===== src/rtl/igfs_pkg.sv =====
package igfs_pkg;

    localparam int unsigned ADDR_W = 3;

    localparam logic [31:0] ALL_ONES          = 32'hFFFF_FFFF;
    localparam logic [7:0]  FRAME_GAP_DEFAULT = 8'd5;
    localparam logic [15:0] WINDOW_DEFAULT    = 16'd100;

    typedef enum logic
    {
        KIND_BYTE    = 1'b0,
        KIND_RESTART = 1'b1
    } kind_t;

    typedef enum logic [ADDR_W-3:0]
    {
        REG_FRAME_GAP = 1'b0,
        REG_WINDOW    = 1'b1
    } reg_index_t;

    typedef struct packed
    {
        logic [7:0]  frame_gap_ms;
        logic [15:0] window_ms;
    } cfg_t;

    typedef struct packed
    {
        kind_t       kind;
        logic [31:0] now_ms;
        logic [7:0]  data_byte;
    } item_t;

    typedef struct packed
    {
        logic [7:0]  relay_byte;
        logic        frame_closed;
        logic [31:0] closed_frame_len;
        logic [31:0] closed_gap_ms;
        logic [31:0] total_bytes;
        logic [31:0] total_frames;
        logic [31:0] peak_window_bytes;
        logic [31:0] min_frame_len;
        logic [31:0] max_frame_len;
        logic [31:0] min_gap_ms;
        logic [31:0] max_gap_ms;
    } result_t;

endpackage


===== src/rtl/igfs_regs.sv =====
module igfs_regs
(
    input  logic                        clk,
    input  logic                        rst_n,
    input  logic                        psel,
    input  logic                        penable,
    input  logic                        pwrite,
    input  logic [igfs_pkg::ADDR_W-1:0] paddr,
    input  logic [31:0]                 pwdata,
    output logic [31:0]                 prdata,
    output logic                        pready,
    output igfs_pkg::cfg_t              cfg
);

    logic [7:0]           frame_gap_reg;
    logic [15:0]          window_reg;
    logic                 wr_en;
    igfs_pkg::reg_index_t index;

    assign pready = 1'b1;
    assign wr_en  = psel && penable && pwrite;
    assign index  = igfs_pkg::reg_index_t'(paddr[igfs_pkg::ADDR_W-1:2]);

    always_ff @(posedge clk or negedge rst_n)
    begin
        if (!rst_n)
        begin
            frame_gap_reg <= igfs_pkg::FRAME_GAP_DEFAULT;
            window_reg    <= igfs_pkg::WINDOW_DEFAULT;
        end
        else if (wr_en)
        begin
            case (index)
                igfs_pkg::REG_FRAME_GAP: frame_gap_reg <= pwdata[7:0];
                igfs_pkg::REG_WINDOW:    window_reg    <= pwdata[15:0];
                default:                 ;
            endcase
        end
    end

    always_comb
    begin
        case (index)
            igfs_pkg::REG_FRAME_GAP: prdata = {24'd0, frame_gap_reg};
            igfs_pkg::REG_WINDOW:    prdata = {16'd0, window_reg};
            default:                 prdata = 32'd0;
        endcase
    end

    assign cfg.frame_gap_ms = frame_gap_reg;
    assign cfg.window_ms    = window_reg;

endmodule


===== src/rtl/igfs_core.sv =====
module igfs_core
(
    input  logic              clk,
    input  logic              rst_n,
    input  logic              fire,
    input  igfs_pkg::item_t   item,
    input  igfs_pkg::cfg_t    cfg,
    output igfs_pkg::result_t res
);

    logic [31:0] last_time_reg,  last_time_next;
    logic        in_frame_reg,   in_frame_next;
    logic [31:0] cur_len_reg,    cur_len_next;
    logic [31:0] win_start_reg,  win_start_next;
    logic [31:0] win_bytes_reg,  win_bytes_next;
    logic [31:0] peak_reg,       peak_next;
    logic [31:0] byte_total_reg, byte_total_next;
    logic [31:0] frame_total_reg, frame_total_next;
    logic [31:0] len_min_reg,    len_min_next;
    logic [31:0] len_max_reg,    len_max_next;
    logic [31:0] gap_min_reg,    gap_min_next;
    logic [31:0] gap_max_reg,    gap_max_next;

    logic [31:0] win_elapsed;
    logic [31:0] gap;
    logic        roll;
    logic        close;
    logic [31:0] win_base;
    logic [31:0] len_base;

    always_comb
    begin
        win_elapsed = item.now_ms - win_start_reg;
        gap         = item.now_ms - last_time_reg;
        roll        = win_elapsed >= {16'd0, cfg.window_ms};
        close       = in_frame_reg && (gap > {24'd0, cfg.frame_gap_ms});
        win_base    = roll ? 32'd0 : win_bytes_reg;
        len_base    = close ? 32'd0 : cur_len_reg;

        last_time_next   = item.now_ms;
        in_frame_next    = 1'b1;
        cur_len_next     = len_base + 32'd1;
        win_start_next   = roll ? item.now_ms : win_start_reg;
        win_bytes_next   = win_base + 32'd1;
        peak_next        = (roll && (win_bytes_reg > peak_reg)) ? win_bytes_reg : peak_reg;
        byte_total_next  = byte_total_reg + 32'd1;
        frame_total_next = close ? frame_total_reg + 32'd1 : frame_total_reg;
        len_min_next     = len_min_reg;
        len_max_next     = len_max_reg;
        gap_min_next     = gap_min_reg;
        gap_max_next     = gap_max_reg;

        if (close)
        begin
            if (cur_len_reg != 32'd0)
            begin
                if (cur_len_reg > len_max_reg)
                begin
                    len_max_next = cur_len_reg;
                end
                if (cur_len_reg < len_min_reg)
                begin
                    len_min_next = cur_len_reg;
                end
            end
            if (gap > gap_max_reg)
            begin
                gap_max_next = gap;
            end
            if (gap < gap_min_reg)
            begin
                gap_min_next = gap;
            end
        end

        res.relay_byte       = item.data_byte;
        res.frame_closed     = close;
        res.closed_frame_len = close ? cur_len_reg : 32'd0;
        res.closed_gap_ms    = close ? gap : 32'd0;

        if (item.kind == igfs_pkg::KIND_RESTART)
        begin
            last_time_next       = item.now_ms;
            in_frame_next        = 1'b0;
            cur_len_next         = 32'd0;
            win_start_next       = item.now_ms;
            win_bytes_next       = 32'd0;
            peak_next            = 32'd0;
            byte_total_next      = 32'd0;
            frame_total_next     = 32'd0;
            len_min_next         = igfs_pkg::ALL_ONES;
            len_max_next         = 32'd0;
            gap_min_next         = igfs_pkg::ALL_ONES;
            gap_max_next         = 32'd0;
            res.relay_byte       = 8'd0;
            res.frame_closed     = 1'b0;
            res.closed_frame_len = 32'd0;
            res.closed_gap_ms    = 32'd0;
        end

        res.total_bytes       = byte_total_next;
        res.total_frames      = frame_total_next;
        res.peak_window_bytes = peak_next;
        res.min_frame_len     = len_min_next;
        res.max_frame_len     = len_max_next;
        res.min_gap_ms        = gap_min_next;
        res.max_gap_ms        = gap_max_next;
    end

    always_ff @(posedge clk or negedge rst_n)
    begin
        if (!rst_n)
        begin
            last_time_reg   <= 32'd0;
            in_frame_reg    <= 1'b0;
            cur_len_reg     <= 32'd0;
            win_start_reg   <= 32'd0;
            win_bytes_reg   <= 32'd0;
            peak_reg        <= 32'd0;
            byte_total_reg  <= 32'd0;
            frame_total_reg <= 32'd0;
            len_min_reg     <= igfs_pkg::ALL_ONES;
            len_max_reg     <= 32'd0;
            gap_min_reg     <= igfs_pkg::ALL_ONES;
            gap_max_reg     <= 32'd0;
        end
        else if (fire)
        begin
            last_time_reg   <= last_time_next;
            in_frame_reg    <= in_frame_next;
            cur_len_reg     <= cur_len_next;
            win_start_reg   <= win_start_next;
            win_bytes_reg   <= win_bytes_next;
            peak_reg        <= peak_next;
            byte_total_reg  <= byte_total_next;
            frame_total_reg <= frame_total_next;
            len_min_reg     <= len_min_next;
            len_max_reg     <= len_max_next;
            gap_min_reg     <= gap_min_next;
            gap_max_reg     <= gap_max_next;
        end
    end

endmodule


===== src/rtl/idle_gap_frame_statistics_unit.sv =====
// Idle-gap frame statistics unit: monitors a timestamped byte stream.
// Input stream (s_*): one request per byte arrival or restart. s_tuser is the
// kind (0 byte, 1 restart at now_ms); s_tdata carries now_ms and data_byte.
// Output stream (m_*): exactly one result per input request, in order. m_tuser
// flags that the byte closed the previous frame; m_tdata carries the relayed
// byte, the closed frame length and gap, and the running statistics.
// APB port: frame_gap_ms at address 0, window_ms at address 4; write only
// while the stream is idle.
// Pipeline: an accepted request is held in the input register, then its result
// in the result register. Throughput: one request per cycle while m_tready is
// high, set by the combinational statistics update between the two registers.
// Stall: while m_tready is low the result is held; the input register still
// takes one more request, then s_tready drops until the result is taken.
// Reset: empties both registers, restores the default gap and window settings
// and clears all statistics (minimums to all ones).
module idle_gap_frame_statistics_unit
(
    input  logic                        clk,
    input  logic                        rst_n,
    input  logic                        s_tvalid,
    output logic                        s_tready,
    input  logic [39:0]                 s_tdata,   // now_ms[31:0], data_byte[39:32]
    input  logic                        s_tuser,   // kind[0]
    output logic                        m_tvalid,
    input  logic                        m_tready,
    output logic [295:0]                m_tdata,   // relay_byte, closed_frame_len,
                                                   // closed_gap_ms, total_bytes,
                                                   // total_frames, peak_window_bytes,
                                                   // min_frame_len, max_frame_len,
                                                   // min_gap_ms, max_gap_ms
    output logic                        m_tuser,   // frame_closed[0]
    input  logic                        psel,
    input  logic                        penable,
    input  logic                        pwrite,
    input  logic [igfs_pkg::ADDR_W-1:0] paddr,
    input  logic [31:0]                 pwdata,
    output logic [31:0]                 prdata,
    output logic                        pready
);

    igfs_pkg::cfg_t    cfg;
    igfs_pkg::item_t   item_reg;
    igfs_pkg::result_t res;
    igfs_pkg::result_t res_reg;
    logic              in_valid_reg;
    logic              out_valid_reg;
    logic              advance;
    logic              fire;

    assign advance  = !out_valid_reg || m_tready;
    assign fire     = in_valid_reg && advance;
    assign s_tready = !in_valid_reg || advance;

    igfs_regs u_regs
    (
        .clk     (clk),
        .rst_n   (rst_n),
        .psel    (psel),
        .penable (penable),
        .pwrite  (pwrite),
        .paddr   (paddr),
        .pwdata  (pwdata),
        .prdata  (prdata),
        .pready  (pready),
        .cfg     (cfg)
    );

    igfs_core u_core
    (
        .clk   (clk),
        .rst_n (rst_n),
        .fire  (fire),
        .item  (item_reg),
        .cfg   (cfg),
        .res   (res)
    );

    always_ff @(posedge clk or negedge rst_n)
    begin
        if (!rst_n)
        begin
            in_valid_reg  <= 1'b0;
            out_valid_reg <= 1'b0;
        end
        else
        begin
            if (s_tready)
            begin
                in_valid_reg <= s_tvalid;
            end
            if (advance)
            begin
                out_valid_reg <= in_valid_reg;
            end
        end
    end

    always_ff @(posedge clk)
    begin
        if (s_tvalid && s_tready)
        begin
            item_reg.kind      <= igfs_pkg::kind_t'(s_tuser);
            item_reg.now_ms    <= s_tdata[31:0];
            item_reg.data_byte <= s_tdata[39:32];
        end
        if (fire)
        begin
            res_reg <= res;
        end
    end

    assign m_tvalid = out_valid_reg;
    assign m_tuser  = res_reg.frame_closed;
    assign m_tdata  = {res_reg.max_gap_ms, res_reg.min_gap_ms, res_reg.max_frame_len,
                       res_reg.min_frame_len, res_reg.peak_window_bytes,
                       res_reg.total_frames, res_reg.total_bytes,
                       res_reg.closed_gap_ms, res_reg.closed_frame_len,
                       res_reg.relay_byte};

endmodule


===== config.mk =====
export PLATFORM = sky130hd
export DESIGN_NAME = idle_gap_frame_statistics_unit
export DESIGN_NICKNAME = d
export VERILOG_FILES = /design/src/rtl/igfs_pkg.sv /design/src/rtl/igfs_regs.sv /design/src/rtl/igfs_core.sv /design/src/rtl/idle_gap_frame_statistics_unit.sv
export SDC_FILE = /design/constraint.sdc
export NUM_CORES = 2
export LEC_CHECK = 0
export BUFFER_PORTS_ARGS = -buffer_cell sky130_fd_sc_hd__buf_2
export CORE_AREA = 2 2 303 305
export CTS_CLUSTER_DIAMETER = 150
export DETAILED_ROUTE_END_ITERATION = 8
export DIE_AREA = 0 0 305 307
export PLACE_DENSITY = 0.67
export SYNTH_ARGS = -nofsm -noshare
export SYNTH_HDL_FRONTEND = slang
export SYNTH_SLANG_ARGS = --single-unit

===== constraint.sdc =====
create_clock -name clk -period 15.8 [get_ports clk]
set_input_delay 3.16 -clock clk [delete_from_list [all_inputs] [get_ports clk]]
set_output_delay 3.16 -clock clk [all_outputs]
set_load 0.01 [all_outputs]

==> impl_metrics.yaml <==
outcome:
  status: "completed"
setup_path:
  cp_max_fo: 7
  cp-end-kind: "flop"
  arrival_ns: 8.46
  slowest_delay_ns: 0.63
  crit_type: "reg -> reg"
  crit_required_ns: 16.38
  startpoint_type: "flop"
  cp_common_cell: "nand3_1"
  critPathSlowestCell: "or4_4"
synth:
  synth.most_common_cell: "nand2_1"
  synth_top_cell_area_share_pct: 25.2
  synth_compound_area_share_pct: 15.1
  netlist_area_sq_um: 40300
  synth_ff_type: "edfxtp_1"
  synth.yosys.seq_area_share_pct: 48.9
  yosysTopAreaCell: "edfxtp_1"
  synth_edf_count: 338
  synth_fa_ha_area_share_pct: 7.79
  synthCells: 4041
  synthXorXnorAreaFrac_pct: 1.98
  synth_top_family_by_area: "simple AND/OR/NAND/NOR gates"
  synthMuxAreaShare_pct: 4.53
  ys_ff_latch: 717
  yosys-top-cells-area: "edfxtp_1, dfrtp_1, ha_1"
  ys_types: 87
  synth-simple-area-share_pct: 16.2
  ys_async_sr_fraction_pct: 52.9
  yosysWarnings: 0
  avgSynthCellArea_sq_um: 9.98
  synth_common_cells: "nand2_1, edfxtp_1, dfrtp_1, nor2_1, inv_1"
floorplanning:
  die_h_microns: 307
  start_util_pct: 44.5
  fp.dieW_microns: 305
  num_io_pins: 415
  coreArea_sq_um: 90700
  num_rows: 111
  dieArea_sq_um: 93600
timing:
  tightest_slew_ns: 1.21
  period_minus_slack_ns: 7.88
  final_max_slew_viol_count: 0
  fin_ws_ns: 7.92
  skew_ns: 0.0316
  relSlewSlack_pct: 19.2
  rsz0062_at_grt: "no"
  finalSetupViolCount: 0
  hold_viol_final: 0
  fin_crit_sh_pct: 49.9
  fmax_mhz: 127
  setup_tns_ns: 0
place:
  pre_cts_slack_ns: 8.01
  placedCellCount: 5392
  dp_hpwl_microns: 72800
  io_buffers: 379
  place_congestion: 0.896
global_routing:
  grt_usage_pct: 22.6
  grt_start_max_net_pins: 215
  grt.overflow.total: 0
  grt_antenna_before_repair: 4
  grt_pass1_vias: 30000
  grt_pass1_wl_microns: 170000
min_path:
  hp-class: "reg -> reg"
final_layout:
  stdcell_count: 5543
  drive_gt1_share_pct: 16.4
  multi_input_area_sq_um: 18500
  fin_nets: 4622
  largest_reg_flops: 296
  post-route-util_pct: 50.5
  fillerInstances: 8250
  diodes: 0
  seq_area_sq_um: 19700
  area_growth_pct: 13.6
drt:
  vias: 31700
  highest_layer: "met5"
  routed_wl_microns: 108000
  drtIter0Drc: 2324
  wl_met3_microns: 5910
  drtPass1Iterations: 6
  met1_length_microns: 48900
  drc: 0
  postRouteAntennaNets: 0
  wl_met2_microns: 50000
  routedWlPerCell_microns: 19.5
  viasPerCell: 5.72
cts:
  cts_tree: "done"
  path_clk_slew_ns: 0.06
  cts_resized: 0
  cts-root-buf: "clkbuf_16"
  cts_made_buffers: 82
  ctsHoldBuffers: 0
  postCtsSetupBuffers: 0
  clk_latency_ns: 0.65
  htreeDepth: 3
  clk_path_buf_depth: 3
  cts.sinks: 717
pwr:
  fin_total_pwr_w: 0.00651
  ir_drop_v: 0.0000972
  p_leak_nw: 19.9
  powerDensity_nw_per_um2: 142
run:
  cap_violations: 0
==> metal layers <==
layer | track usage, % | up-vias
li1 | - | 15200
met1 | 31.7 | 15500
met2 | 35.9 | 897
met3 | 3.25 | 164
met4 | 7.59 | 2
met5 | 0 | -
==> path summary, 6_finish.rpt <==
check                                                     start  depth (start not counted)  slack (ns)                                     end
hold / removal             u_core.win_start_reg[26]$_DFFE_PN0P_                          1        0.49    u_core.win_start_reg[26]$_DFFE_PN0P_
setup / recovery                          item_reg[8]$_DFFE_PP_                         32        7.92    u_core.win_bytes_reg[22]$_DFFE_PN0P_
min in group asynchronous                                 rst_n                          1        2.58  u_core.frame_total_reg[27]$_DFFE_PN0P_
hold reg to reg            u_core.win_start_reg[26]$_DFFE_PN0P_                          1        0.49    u_core.win_start_reg[26]$_DFFE_PN0P_
max in group asynchronous                                 rst_n                          3       10.85    u_core.win_start_reg[15]$_DFFE_PN0P_
setup reg to reg                          item_reg[8]$_DFFE_PP_                         32        7.92    u_core.win_bytes_reg[22]$_DFFE_PN0P_
==> critical path, delay by kind of cell (launching register included) <==
kind,cells,cell delay (ns)
AND/OR/NAND/NOR,14,3.48
XOR/XNOR,1,0.16
buffers and inverters,3,0.28
flip-flops,1,0.38
AO/OA/AOI/OAI,10,2.40
adder cells (fa/ha/maj),4,1.12
==> logic make-up (layout without fill, tap and decap cells) <==
logic type / count (synthesis) / after routing
adder cells (fa/ha/maj): 250 / 250
XOR/XNOR: 91 / 91
multiplexers: 175 / 175
other: 2 / 17
AO/OA/AOI/OAI: 890 / 890
AND/OR/NAND/NOR: 1358 / 1358
buffers and inverters: 558 / 859
flip-flops: 717 / 717
==> layout make-up <==
type	count	area share, %
Inverter	278	2.30
Tap cell	1186	3.24
Sequential cell	717	43.0
Multi-Input combinational cell	2781	40.4
Clock inverter	54	1.16
Clock buffer	97	4.76
Timing Repair Buffer	430	5.11
==> per-stage QoR <==
stage	instance area, sq um	hold slack, ns
6_report	45800	0.491
5_1_grt	45800	0.512
4_1_cts	45800	0.495
3_5_place_dp	43100	0.482
3_3_place_gp	43100	0.468
2_1_floorplan	40400	0.454
==> power breakdown <==
part	internal [W]	switching, W
sequential	0.00237	0.000227
combinational	0.000781	0.00119
clock	0.00114	0.000807
total	0.00429	0.00222
==> cells in the final DEF, fill, tap and decap left out, types with 27 or more instances in the layout <==
cell         n
nand2_1    390
buf_2      378
edfxtp_1   338
dfrtp_1    310
nor2_1     277
inv_1      276
ha_1       247
o21ai_0    203
a21oi_1    186
nand3_1    143
nor3_1     143
mux2i_1    116
and3_1     114
nand4_1     89
o211ai_1    87
clkbuf_16   84
a21o_1      70
dfstp_2     69
xor2_1      50
mux2_2      47
buf_4       47
nor2b_1     43
xnor2_1     41
a22o_1      40
a221oi_1    34
and2_1      33
o311ai_0    31
o22a_1      28
nor4_1      27
(Power assumes the default switching activity.)
